`src/hw/rtl/assert_macros.svh`:
```
// assertion macros shared by the calibrator rtl
// expects clk_i in the scope of every use, and rst_ni in the scope of every JAC_ASSERT
`ifndef ASSERT_MACROS_SVH
`define ASSERT_MACROS_SVH

// checked only outside reset
`define JAC_ASSERT(lbl, prop, msg) \
  lbl: assert property (@(posedge clk_i) disable iff (!rst_ni) prop) else $error(msg);

// checked at every edge, reset included
`define JAC_ASSERT_ALWAYS(lbl, prop, msg) \
  lbl: assert property (@(posedge clk_i) prop) else $error(msg);

`endif

```
`src/hw/rtl/jac_pkg.sv`:
```
// types and constants of the joystick axis calibrator
// no dependencies
`timescale 1ns / 1ps

package jac_pkg;

  localparam int unsigned MAG_W     = 12;
  localparam int unsigned CAL_W     = 36;
  localparam int unsigned DZ_W      = 12;
  localparam int unsigned OUT_W     = 16;
  localparam int unsigned CFG_IDX_W = 3;

  localparam logic [CAL_W-1:0] CAL_RESET = 36'h400400800;
  localparam logic [DZ_W-1:0]  DZ_RESET  = '0;

  typedef enum logic [CFG_IDX_W-1:0] {
    REG_LEFT_X_CAL  = 3'd0,
    REG_LEFT_Y_CAL  = 3'd1,
    REG_RIGHT_X_CAL = 3'd2,
    REG_RIGHT_Y_CAL = 3'd3,
    REG_LEFT_DZ     = 3'd4,
    REG_RIGHT_DZ    = 3'd5
  } jac_reg_e;

  typedef struct packed {
    logic       side;
    logic [7:0] low_byte;
    logic [7:0] mid_byte;
    logic [7:0] high_byte;
  } jac_in_t;

  typedef struct packed {
    logic                    side_out;
    logic signed [OUT_W-1:0] x_value;
    logic signed [OUT_W-1:0] y_value;
  } jac_out_t;

  typedef struct packed {
    logic [CAL_W-1:0] left_x_cal;
    logic [CAL_W-1:0] left_y_cal;
    logic [CAL_W-1:0] right_x_cal;
    logic [CAL_W-1:0] right_y_cal;
    logic [DZ_W-1:0]  left_dz;
    logic [DZ_W-1:0]  right_dz;
  } jac_cfg_t;

  typedef struct packed {
    logic             neg;
    logic             zero;
    logic             sat;
    logic [MAG_W-1:0] mag;
    logic [MAG_W-1:0] span;
  } jac_axis_t;

  typedef struct packed {
    logic      side;
    jac_axis_t x;
    jac_axis_t y;
  } jac_prep_t;

endpackage

```
`src/hw/rtl/jac_stream_if.sv`:
```
// valid/ready stream channel carrying one word of type T
// no dependencies
`timescale 1ns / 1ps

interface jac_stream_if #(
  parameter type T = logic
);
  logic valid;
  logic ready;
  T     data;

  modport source (output valid, output data, input ready);
  modport sink   (input valid, input data, output ready);
endinterface

```
`src/hw/rtl/jac_cfg_regs.sv`:
```
// calibration and deadzone registers with a plain write port
// depends on jac_pkg
`timescale 1ns / 1ps

module jac_cfg_regs (
  input  logic                           clk_i,
  input  logic                           rst_ni,
  input  logic                           cfg_we_i,
  input  logic [jac_pkg::CFG_IDX_W-1:0]  cfg_idx_i,
  input  logic [jac_pkg::CAL_W-1:0]      cfg_data_i,
  output jac_pkg::jac_cfg_t              cfg_o
);
  import jac_pkg::*;

  jac_cfg_t cfg_q;

  always_ff @(posedge clk_i or negedge rst_ni) begin
    if (!rst_ni) begin
      cfg_q.left_x_cal  <= CAL_RESET;
      cfg_q.left_y_cal  <= CAL_RESET;
      cfg_q.right_x_cal <= CAL_RESET;
      cfg_q.right_y_cal <= CAL_RESET;
      cfg_q.left_dz     <= DZ_RESET;
      cfg_q.right_dz    <= DZ_RESET;
    end else if (cfg_we_i) begin
      case (cfg_idx_i)
        REG_LEFT_X_CAL:  cfg_q.left_x_cal  <= cfg_data_i;
        REG_LEFT_Y_CAL:  cfg_q.left_y_cal  <= cfg_data_i;
        REG_RIGHT_X_CAL: cfg_q.right_x_cal <= cfg_data_i;
        REG_RIGHT_Y_CAL: cfg_q.right_y_cal <= cfg_data_i;
        REG_LEFT_DZ:     cfg_q.left_dz     <= cfg_data_i[DZ_W-1:0];
        REG_RIGHT_DZ:    cfg_q.right_dz    <= cfg_data_i[DZ_W-1:0];
        default: ;
      endcase
    end
  end

  assign cfg_o = cfg_q;

endmodule

```
`src/hw/rtl/jac_axis_prep.sv`:
```
// per-axis front end: center offset, magnitude, span pick, deadzone and saturation flags
// depends on jac_pkg
`timescale 1ns / 1ps

module jac_axis_prep (
  input  logic [jac_pkg::MAG_W-1:0] raw_i,
  input  logic [jac_pkg::CAL_W-1:0] cal_i,
  input  logic [jac_pkg::DZ_W-1:0]  dz_i,
  output jac_pkg::jac_axis_t        axis_o
);
  import jac_pkg::*;

  logic [MAG_W-1:0] center, above, below, mag, span;
  logic [MAG_W:0]   diff, diff_neg;
  logic             neg;

  always_comb begin
    center   = cal_i[MAG_W-1:0];
    above    = cal_i[2*MAG_W-1:MAG_W];
    below    = cal_i[3*MAG_W-1:2*MAG_W];
    diff     = {1'b0, raw_i} - {1'b0, center};
    diff_neg = '0 - diff;
    neg      = diff[MAG_W];
    mag      = neg ? diff_neg[MAG_W-1:0] : diff[MAG_W-1:0];
    span     = neg ? below : above;

    axis_o.neg  = neg;
    axis_o.mag  = mag;
    axis_o.span = span;
    axis_o.zero = (mag < dz_i) || (mag == '0);
    axis_o.sat  = (span == '0) || (mag >= span);
  end

endmodule

```
`src/hw/rtl/jac_div_step.sv`:
```
// STEP bits of restoring division, remainder kept below the divisor
// depends on jac_pkg
`timescale 1ns / 1ps

module jac_div_step #(
  parameter int unsigned DW   = 15,
  parameter int unsigned STEP = 3
) (
  input  logic [jac_pkg::MAG_W-1:0] rem_i,
  input  logic [DW-1:0]             dq_i,
  input  logic [jac_pkg::MAG_W-1:0] span_i,
  output logic [jac_pkg::MAG_W-1:0] rem_o,
  output logic [DW-1:0]             dq_o
);
  import jac_pkg::*;

  logic [MAG_W-1:0] rem;
  logic [DW-1:0]    dq;
  logic [MAG_W:0]   trial, diff;
  logic             ge;

  always_comb begin
    rem = rem_i;
    dq  = dq_i;
    for (int unsigned k = 0; k < STEP; k++) begin
      trial = {rem, dq[DW-1]};
      diff  = trial - {1'b0, span_i};
      ge    = trial >= {1'b0, span_i};
      rem   = ge ? diff[MAG_W-1:0] : trial[MAG_W-1:0];
      dq    = {dq[DW-2:0], ge};
    end
    rem_o = rem;
    dq_o  = dq;
  end

endmodule

```
`src/hw/rtl/joystick_axis_calibrator_core.sv`:
```
// throughput: one sample per cycle; stages: unpack/flags, multiply, 3-bit divider slices, output
// each stage holds its word under back-pressure and fills bubbles upstream of a stall
// reset: async active low, clears all stage valid bits and loads the calibration defaults
// depends on jac_pkg, jac_stream_if, jac_cfg_regs, jac_axis_prep, jac_div_step
`timescale 1ns / 1ps

module joystick_axis_calibrator_core #(
  parameter int unsigned FULL_SCALE = 32767
) (
  input  logic                          clk_i,
  input  logic                          rst_ni,
  jac_stream_if.sink                    in_i,
  jac_stream_if.source                  out_o,
  input  logic                          cfg_we_i,
  input  logic [jac_pkg::CFG_IDX_W-1:0] cfg_idx_i,
  input  logic [jac_pkg::CAL_W-1:0]     cfg_data_i
);
  import jac_pkg::*;
  `include "assert_macros.svh"

  localparam int unsigned QW       = $clog2(FULL_SCALE + 1);
  localparam int unsigned DIV_STEP = 3;
  localparam int unsigned NDIV     = (QW + DIV_STEP - 1) / DIV_STEP;
  localparam int unsigned DW       = NDIV * DIV_STEP;
  localparam int unsigned NS       = NDIV + 3;
  localparam logic [QW-1:0] FS_Q = QW'(FULL_SCALE);
  localparam logic signed [OUT_W-1:0] FS_POS = OUT_W'(FULL_SCALE);
  localparam logic signed [OUT_W-1:0] FS_NEG = -FS_POS;

  typedef struct packed {
    logic             neg;
    logic             zero;
    logic             sat;
    logic [MAG_W-1:0] span;
    logic [MAG_W-1:0] rem;
    logic [DW-1:0]    dq;
  } div_axis_t;

  typedef struct packed {
    logic      side;
    div_axis_t x;
    div_axis_t y;
  } div_t;

  // stage valids and advance chain
  logic [NS-1:0] v_q;
  logic [NS:0]   adv;

  always_comb begin
    adv[NS] = out_o.ready;
    for (int k = NS - 1; k >= 0; k--) begin
      adv[k] = !v_q[k] || adv[k+1];
    end
  end

  always_ff @(posedge clk_i or negedge rst_ni) begin
    if (!rst_ni) begin
      v_q <= '0;
    end else begin
      if (adv[0]) v_q[0] <= in_i.valid;
      for (int k = 1; k < NS; k++) begin
        if (adv[k]) v_q[k] <= v_q[k-1];
      end
    end
  end

  assign in_i.ready = adv[0];

  // configuration
  jac_cfg_t cfg;

  jac_cfg_regs u_cfg (
    .clk_i      (clk_i),
    .rst_ni     (rst_ni),
    .cfg_we_i   (cfg_we_i),
    .cfg_idx_i  (cfg_idx_i),
    .cfg_data_i (cfg_data_i),
    .cfg_o      (cfg)
  );

  // stage 0: unpack and flags
  jac_in_t          in_w;
  logic [MAG_W-1:0] raw_x, raw_y;
  logic [CAL_W-1:0] cal_x, cal_y;
  logic [DZ_W-1:0]  dz;
  jac_prep_t        s0_d, s0_q;

  always_comb begin
    in_w  = in_i.data;
    raw_x = {in_w.mid_byte[3:0], in_w.low_byte};
    raw_y = {in_w.high_byte, in_w.mid_byte[7:4]};
    cal_x = in_w.side ? cfg.left_x_cal : cfg.right_x_cal;
    cal_y = in_w.side ? cfg.left_y_cal : cfg.right_y_cal;
    dz    = in_w.side ? cfg.left_dz : cfg.right_dz;
  end

  jac_axis_prep u_prep_x (.raw_i(raw_x), .cal_i(cal_x), .dz_i(dz), .axis_o(s0_d.x));
  jac_axis_prep u_prep_y (.raw_i(raw_y), .cal_i(cal_y), .dz_i(dz), .axis_o(s0_d.y));
  assign s0_d.side = in_w.side;

  always_ff @(posedge clk_i) begin
    if (adv[0]) s0_q <= s0_d;
  end

  // stage 1: scale by full scale
  logic [MAG_W+QW-1:0] prod_x, prod_y;
  logic [MAG_W+DW-1:0] dvd_x, dvd_y;
  div_t                mul_d, mul_q;

  always_comb begin
    prod_x = s0_q.x.mag * FS_Q;
    prod_y = s0_q.y.mag * FS_Q;
    dvd_x  = (MAG_W+DW)'(prod_x);
    dvd_y  = (MAG_W+DW)'(prod_y);

    mul_d.side   = s0_q.side;
    mul_d.x.neg  = s0_q.x.neg;
    mul_d.x.zero = s0_q.x.zero;
    mul_d.x.sat  = s0_q.x.sat;
    mul_d.x.span = s0_q.x.span;
    mul_d.x.rem  = dvd_x[MAG_W+DW-1:DW];
    mul_d.x.dq   = dvd_x[DW-1:0];
    mul_d.y.neg  = s0_q.y.neg;
    mul_d.y.zero = s0_q.y.zero;
    mul_d.y.sat  = s0_q.y.sat;
    mul_d.y.span = s0_q.y.span;
    mul_d.y.rem  = dvd_y[MAG_W+DW-1:DW];
    mul_d.y.dq   = dvd_y[DW-1:0];
  end

  always_ff @(posedge clk_i) begin
    if (adv[1]) mul_q <= mul_d;
  end

  // divider slices
  div_t div_w [NDIV+1];
  assign div_w[0] = mul_q;

  for (genvar i = 1; i <= NDIV; i++) begin : g_div
    div_t nx, stg_q;

    jac_div_step #(.DW(DW), .STEP(DIV_STEP)) u_step_x (
      .rem_i  (div_w[i-1].x.rem),
      .dq_i   (div_w[i-1].x.dq),
      .span_i (div_w[i-1].x.span),
      .rem_o  (nx.x.rem),
      .dq_o   (nx.x.dq)
    );

    jac_div_step #(.DW(DW), .STEP(DIV_STEP)) u_step_y (
      .rem_i  (div_w[i-1].y.rem),
      .dq_i   (div_w[i-1].y.dq),
      .span_i (div_w[i-1].y.span),
      .rem_o  (nx.y.rem),
      .dq_o   (nx.y.dq)
    );

    assign nx.side   = div_w[i-1].side;
    assign nx.x.neg  = div_w[i-1].x.neg;
    assign nx.x.zero = div_w[i-1].x.zero;
    assign nx.x.sat  = div_w[i-1].x.sat;
    assign nx.x.span = div_w[i-1].x.span;
    assign nx.y.neg  = div_w[i-1].y.neg;
    assign nx.y.zero = div_w[i-1].y.zero;
    assign nx.y.sat  = div_w[i-1].y.sat;
    assign nx.y.span = div_w[i-1].y.span;

    always_ff @(posedge clk_i) begin
      if (adv[i+1]) stg_q <= nx;
    end

    assign div_w[i] = stg_q;
  end

  // output stage: flags, sign and result register
  function automatic logic signed [OUT_W-1:0] axis_value(div_axis_t a);
    logic signed [OUT_W-1:0] mag;
    if (a.zero) begin
      mag = '0;
    end else if (a.sat) begin
      mag = FS_POS;
    end else begin
      mag = OUT_W'(a.dq[QW-1:0]);
    end
    return a.neg ? -mag : mag;
  endfunction

  jac_out_t out_d, out_q;

  always_comb begin
    out_d.side_out = div_w[NDIV].side;
    out_d.x_value  = axis_value(div_w[NDIV].x);
    out_d.y_value  = axis_value(div_w[NDIV].y);
  end

  always_ff @(posedge clk_i) begin
    if (adv[NS-1]) out_q <= out_d;
  end

  assign out_o.valid = v_q[NS-1];
  assign out_o.data  = out_q;

  `JAC_ASSERT(a_out_range, out_o.valid |-> (out_o.data.x_value <= FS_POS) && (out_o.data.x_value >= FS_NEG) && (out_o.data.y_value <= FS_POS) && (out_o.data.y_value >= FS_NEG), "result beyond full scale")
  `JAC_ASSERT_ALWAYS(a_ready_follows, out_o.ready |-> in_i.ready, "input stalled while output drains")
  `JAC_ASSERT(a_mul_hold, v_q[1] && !adv[2] |=> v_q[1] && $stable(mul_q), "multiply stage lost its word")
  `JAC_ASSERT(a_zero_out, v_q[NS-2] && adv[NS-1] && div_w[NDIV].x.zero |=> out_o.data.x_value == '0, "deadzone word not zero")

endmodule

```
`src/flat_wrapper.sv`:
```
// flat-port wrapper written by rule: the top's interface ports become plain ports
module joystick_axis_calibrator_core_flat import jac_pkg::*;
#(
  parameter int unsigned FULL_SCALE = 32767
)
  (clk_i, rst_ni, cfg_we_i, cfg_idx_i, cfg_data_i, in_i_valid, in_i_data, in_i_ready, out_o_valid, out_o_data, out_o_ready);
  jac_stream_if #(.T(jac_in_t)) in_i_i ();
  jac_stream_if #(.T(jac_out_t)) out_o_i ();
  input  logic clk_i;
  input  logic rst_ni;
  input  logic cfg_we_i;
  input  logic [jac_pkg::CFG_IDX_W-1:0] cfg_idx_i;
  input  logic [jac_pkg::CAL_W-1:0] cfg_data_i;
  input wire logic [$bits(in_i_i.valid)-1:0] in_i_valid;
  input wire logic [$bits(in_i_i.data)-1:0] in_i_data;
  output wire logic [$bits(in_i_i.ready)-1:0] in_i_ready;
  output wire logic [$bits(out_o_i.valid)-1:0] out_o_valid;
  output wire logic [$bits(out_o_i.data)-1:0] out_o_data;
  input wire logic [$bits(out_o_i.ready)-1:0] out_o_ready;
  assign in_i_i.valid = in_i_valid;
  assign in_i_i.data = in_i_data;
  assign in_i_ready = in_i_i.ready;
  assign out_o_valid = out_o_i.valid;
  assign out_o_data = out_o_i.data;
  assign out_o_i.ready = out_o_ready;
  joystick_axis_calibrator_core #(.FULL_SCALE(FULL_SCALE)) u_core (.clk_i(clk_i), .rst_ni(rst_ni), .in_i(in_i_i), .out_o(out_o_i), .cfg_we_i(cfg_we_i), .cfg_idx_i(cfg_idx_i), .cfg_data_i(cfg_data_i));
endmodule
```
`config.mk`:
```
export PLATFORM = sky130hd
export DESIGN_NAME = joystick_axis_calibrator_core_flat
export DESIGN_NICKNAME = d
export VERILOG_FILES = /design/src/hw/rtl/jac_pkg.sv /design/src/hw/rtl/jac_stream_if.sv /design/src/hw/rtl/jac_cfg_regs.sv /design/src/hw/rtl/jac_axis_prep.sv /design/src/hw/rtl/jac_div_step.sv /design/src/hw/rtl/joystick_axis_calibrator_core.sv /design/src/flat_wrapper.sv
export VERILOG_INCLUDE_DIRS = /design/src /design/src/hw/rtl
export SDC_FILE = /design/constraint.sdc
export NUM_CORES = 2
export LEC_CHECK = 0
export ABC_AREA = 1
export BUFFER_PORTS_ARGS = -buffer_cell sky130_fd_sc_hd__buf_2
export CORE_ASPECT_RATIO = 0.7
export CORE_UTILIZATION = 61
export CTS_CLUSTER_DIAMETER = 100
export DETAILED_ROUTE_END_ITERATION = 8
export PLACE_DENSITY = 0.75
export REMOVE_ABC_BUFFERS = 1
export SLEW_MARGIN = 30
export SYNTH_ARGS = -nofsm -noshare
export SYNTH_HDL_FRONTEND = slang
export SYNTH_HIERARCHICAL = 1
export SYNTH_SLANG_ARGS = --single-unit
```
`constraint.sdc`:
```
create_clock -name clk_i -period 10 [get_ports clk_i]
set_input_delay 0.5 -clock clk_i [delete_from_list [all_inputs] [get_ports clk_i]]
set_output_delay 0.5 -clock clk_i [all_outputs]
set_load 0.02 [all_outputs]
```
# == Word-level counts from Yosys, hierarchy flattened ==
# Cells that the tools add are included.
# totals
ff_bits,726
latchBits,0
mem_bits_rw,0
mem_bits_ro,0
in_bits,69
out_inout_bits,35
mem_count,0
# classes
n_addsub,34
n_mul,2
div_mod_pow,0
n_lt_le_gt_ge,34
eq_ne,5
shift,0
mux,41
bitwise,0
n_reduce_logical,31
# ops
operator,n
$mux 12,33
$ge 13x12->1,30
$sub 12x12->12,28
$mux 36,2
$mux 16,4
$mul 12x15->27 const B,2
$logic_not 12->1,4
$neg 16->16,2
$mux 15,2
$sub 12x12->13,2
$ge 12x12->1,2
$lt 12x12->1,2
$sub 1x12->12 const A,2
$logic_or 1x1->1,12
$reduce_and 2->1,6
$logic_not 1->1,8
$eq 3x2->1 const B,2
$eq 3x3->1 const B,2
$eq 3x1->1 const B,1
$logic_not 3->1,1

# == Longest topological paths before layout ==
# depth
depth_word,9
mapped_depth,39
depth_no_buf,36

# == By module ==
# The synthesis kept the hierarchy.
# by_module_without_submodules
mod,n_inst,cells_each,area_per_inst_um2,seq_area_each_um2
joystick_axis_calibrator_core,1,1886,25927.4,16716.0
jac_div_step (u_core.g_div[1].u_step_x ...),8,404,2353.5,0.0
jac_cfg_regs,1,737,6592.6,4219.0
jac_div_step (u_core.g_div[3].u_step_x),1,449,2598.7,0.0
jac_div_step (u_core.g_div[2].u_step_y),1,411,2362.3,0.0
jac_axis_prep (u_core.u_prep_x),1,352,1958.1,0.0
jac_axis_prep (u_core.u_prep_y),1,354,1904.3,0.0

# == Worst setup path before layout ==
# OpenSTA, ideal clock, no wires.
# synth_path
kind,input -> register
from,input port out_o_ready
to,"register u_core.mul_q, in the netlist u_core/div_w[425] (enable)"
arrival_time_ns,6.281
setup_slack_ns,2.673
cell_stages,4
path_buffers,0
cell_sequence,nor2_1 > nand4_1 > nor2_1 > nand3_1
# synth_via
elab_chain_len,7
# synth_lines
item,line,text
start: declaration,flat_wrapper.sv:19,input wire logic [$bits(out_o_i.ready)-1:0] out_o_ready;
$logic_or 1x1->1 (4 in series),joystick_axis_calibrator_core.sv:52,adv[k] = !v_q[k] || adv[k+1];
named net u_core.adv[4],joystick_axis_calibrator_core.sv:47,logic [NS:0] adv;
$logic_or 1x1->1 (3 in series),joystick_axis_calibrator_core.sv:52,
named net u_core.adv[1],joystick_axis_calibrator_core.sv:47,
end signal: assignment,joystick_axis_calibrator_core.sv:132,if (adv[1]) mul_q <= mul_d;
end: declaration,joystick_axis_calibrator_core.sv:108,"div_t mul_d, mul_q;"
# The timed path passes the listed nets, and every way through them passes these cells.
# A chain may end at the register's enable or synchronous reset.

==> impl_metrics.env <==
export IMPL_status="complete, no violations"
export IMPL_ctsResizeCount=0
export IMPL_slowest_stage="sky130_fd_sc_hd__fa_1"
export IMPL_number_of_top_level_pins=104
export IMPL_max_cap_viol_count=0
export IMPL_route_detailed_vias_per_inst=5.56
export IMPL_critical_path_endpoint_type="flop"
export IMPL_grt_total_ovfl=0
export IMPL_fmaxAchievable_mhz=159
export IMPL_clockBufferDepth=3
export IMPL_worst_pin_slew_ns=0.962
export IMPL_grt_pass1_vias=44300
export IMPL_holdCritPathClass="in2reg"
export IMPL_placement_io_buffers=103
export IMPL_drc=0
export IMPL_insertion_delay_ns=0.67
export IMPL_antenna_cells_inserted=0
export IMPL_htreeDepth=3
export IMPL_drt_total_wl_um=149000
export IMPL_unrepaired_setup_endpoints_after_global_routing="false"
export IMPL_drt_initial_drc_count=4683
export IMPL_areaGrowthSynthToFinish_pct=5.10
export IMPL_startpoint_class="flop"
export IMPL_die_area_um2=98700
export IMPL_worst_setup_hold_path_clk_slew_ns=0.06
export IMPL_antenna_found_initial=1
export IMPL_synthesis_warning_total=6
export IMPL_drive_gt1_share_pct=10.2
export IMPL_clock_buffer_count_from_cts=77
export IMPL_cp_required_ns=10.40
export IMPL_drt_pass1_iterations=9
export IMPL_layout_worst_path_cycle_share_pct=62.8
export IMPL_finalNetCount=7986
export IMPL_cp_data_arrival_time_ns=6.68
export IMPL_route_antenna_remaining_nets=0
export IMPL_die_width_um=375
export IMPL_drv_slew=0
export IMPL_synth_avg_cell_area_um2=8.16
export IMPL_grt_total_usage_pct=30.2
export IMPL_start_util_pct=61.7
export IMPL_first_pass_grt_wire_length_um=239000
export IMPL_netlist_instances=7281
export IMPL_chipHeight_um=263
export IMPL_syn_area_um2=59400
export IMPL_final_fill_count=8104
export IMPL_cts_tree="yes"
export IMPL_place_gp_congestion=0.969
export IMPL_via_count=47500
export IMPL_timing_clock_skew_ns=0.0311
export IMPL_clock_sinks=726
export IMPL_placement_rows=95
export IMPL_worstPathBufferInverterCount=2
export IMPL_tmin_final_ns=6.28
export IMPL_hold_viol_final=0
export IMPL_critPathKind="reg2reg"
export IMPL_post_detailed_placement_half_perimeter_wirelength_um=116000
export IMPL_report_final_setup_viol=0
export IMPL_wire_per_inst_um=17.4
export IMPL_relSlewSlack_pct=35.6
export IMPL_stage_delay_of_the_slowest_cell_on_the_critical_path_ns=0.48
export IMPL_fin_tns_setup_ns=0
export IMPL_root_buffer="sky130_fd_sc_hd__clkbuf_16"
export IMPL_core_area_um2=96300
export IMPL_worst_path_dominant_cell_family="simple AND/OR/NAND/NOR gates"
export IMPL_grt_start_max_net_pins=102
export IMPL_worstPathMaxFanout=20
[what timing repair did]
| item | 4_1_cts | 5_1_grt |
|---|---|---|
| hold endpoints to repair | 96 | 0 |
| hold buffers | 1 | 0 |
| buffers inserted | 0 | 0 |
[tightest hold or removal path, stage by stage]
cell                      delay (ns)
sky130_fd_sc_hd__buf_2          0.11
sky130_fd_sc_hd__nand2_1        0.06
sky130_fd_sc_hd__nand2_1        0.05
[state kept, by name, summed over array words and instances (netlist names)]
name,count
u_core/out_o.data,33
u_core/div_w,462
u_core/v_q,8
u_core/s0_q,24
u_core/mul_d,31
u_core/u_cfg/cfg_o,168
[layout make-up]
cell class | instances | area (µm²) | share of cell area [%]
timing repair buffer | 120 | 692 | 1.11
inverter | 1061 | 3990 | 6.38
multi-input combinational | 5238 | 32600 | 52.2
sequential | 726 | 20900 | 33.5
clock inverter | 42 | 512 | 0.819
tap | 1261 | 1580 | 2.53
clock buffer | 98 | 2130 | 3.41
[stage by stage]
stage / hold slack, ns / area, µm² / std cells / utilization, % / setup WS, ns
final: 0.0910 / 62500 / 8546 / 64.9 / 3.72
after CTS: 0.0483 / 62400 / 8545 / 64.8 / 3.81
after global placement: 0.401 / 59800 / 8403 / 62.1 / 3.96
after detailed placement: 0.405 / 59800 / 8404 / 62.1 / 3.84
after global routing: 0.0768 / 62500 / 8546 / 64.9 / 3.15
after floorplan: 0.204 / 57500 / 7025 / - / 2.67
[cells in the final DEF, fill, tap and decap left out, types with 103 or more instances in the layout]
master                     count
sky130_fd_sc_hd__a21oi_1     318
sky130_fd_sc_hd__dfrtp_1     164
sky130_fd_sc_hd__edfxtp_1    550
sky130_fd_sc_hd__fa_1        136
sky130_fd_sc_hd__ha_1        557
sky130_fd_sc_hd__inv_1       982
sky130_fd_sc_hd__nand2_1    2228
sky130_fd_sc_hd__nand3_1     373
sky130_fd_sc_hd__nand4_1     111
sky130_fd_sc_hd__nor2_1      399
sky130_fd_sc_hd__o21ai_0     103
sky130_fd_sc_hd__xnor2_1     147
sky130_fd_sc_hd__xor2_1      159
[routing by layer]
metal | up-vias | wire [µm] | track usage [%]
met5 | - | 13 | 0
met4 | 2 | 3180 | 6.94
met3 | 211 | 11500 | 5.01
met2 | 1757 | 61900 | 43.6
met1 | 22100 | 72300 | 46.9
li1 | 23400 | - | -
[final timing paths]
| check | cells past startpoint | to | slack (ns) | start |
|---|---|---|---|---|
| min reg2reg | 0 | u_core/div_w[131] | 0.41 | u_core/div_w[213] |
| max in group asynchronous | 3 | u_core/v_q[5] | 8.26 | rst_ni |
| min in group asynchronous | 2 | u_core/u_cfg/cfg_o[28] | 0.48 | rst_ni |
| max | 29 | u_core/div_w[228] | 3.72 | u_core/div_w[324] |
| max reg2reg | 29 | u_core/div_w[228] | 3.72 | u_core/div_w[324] |
| min | 3 | u_core/u_cfg/cfg_o[56] | 0.09 | cfg_data_i[32] |
Power is not shown: default switching activity piles up to over one toggle a cycle in this logic, so the estimate is an artifact.
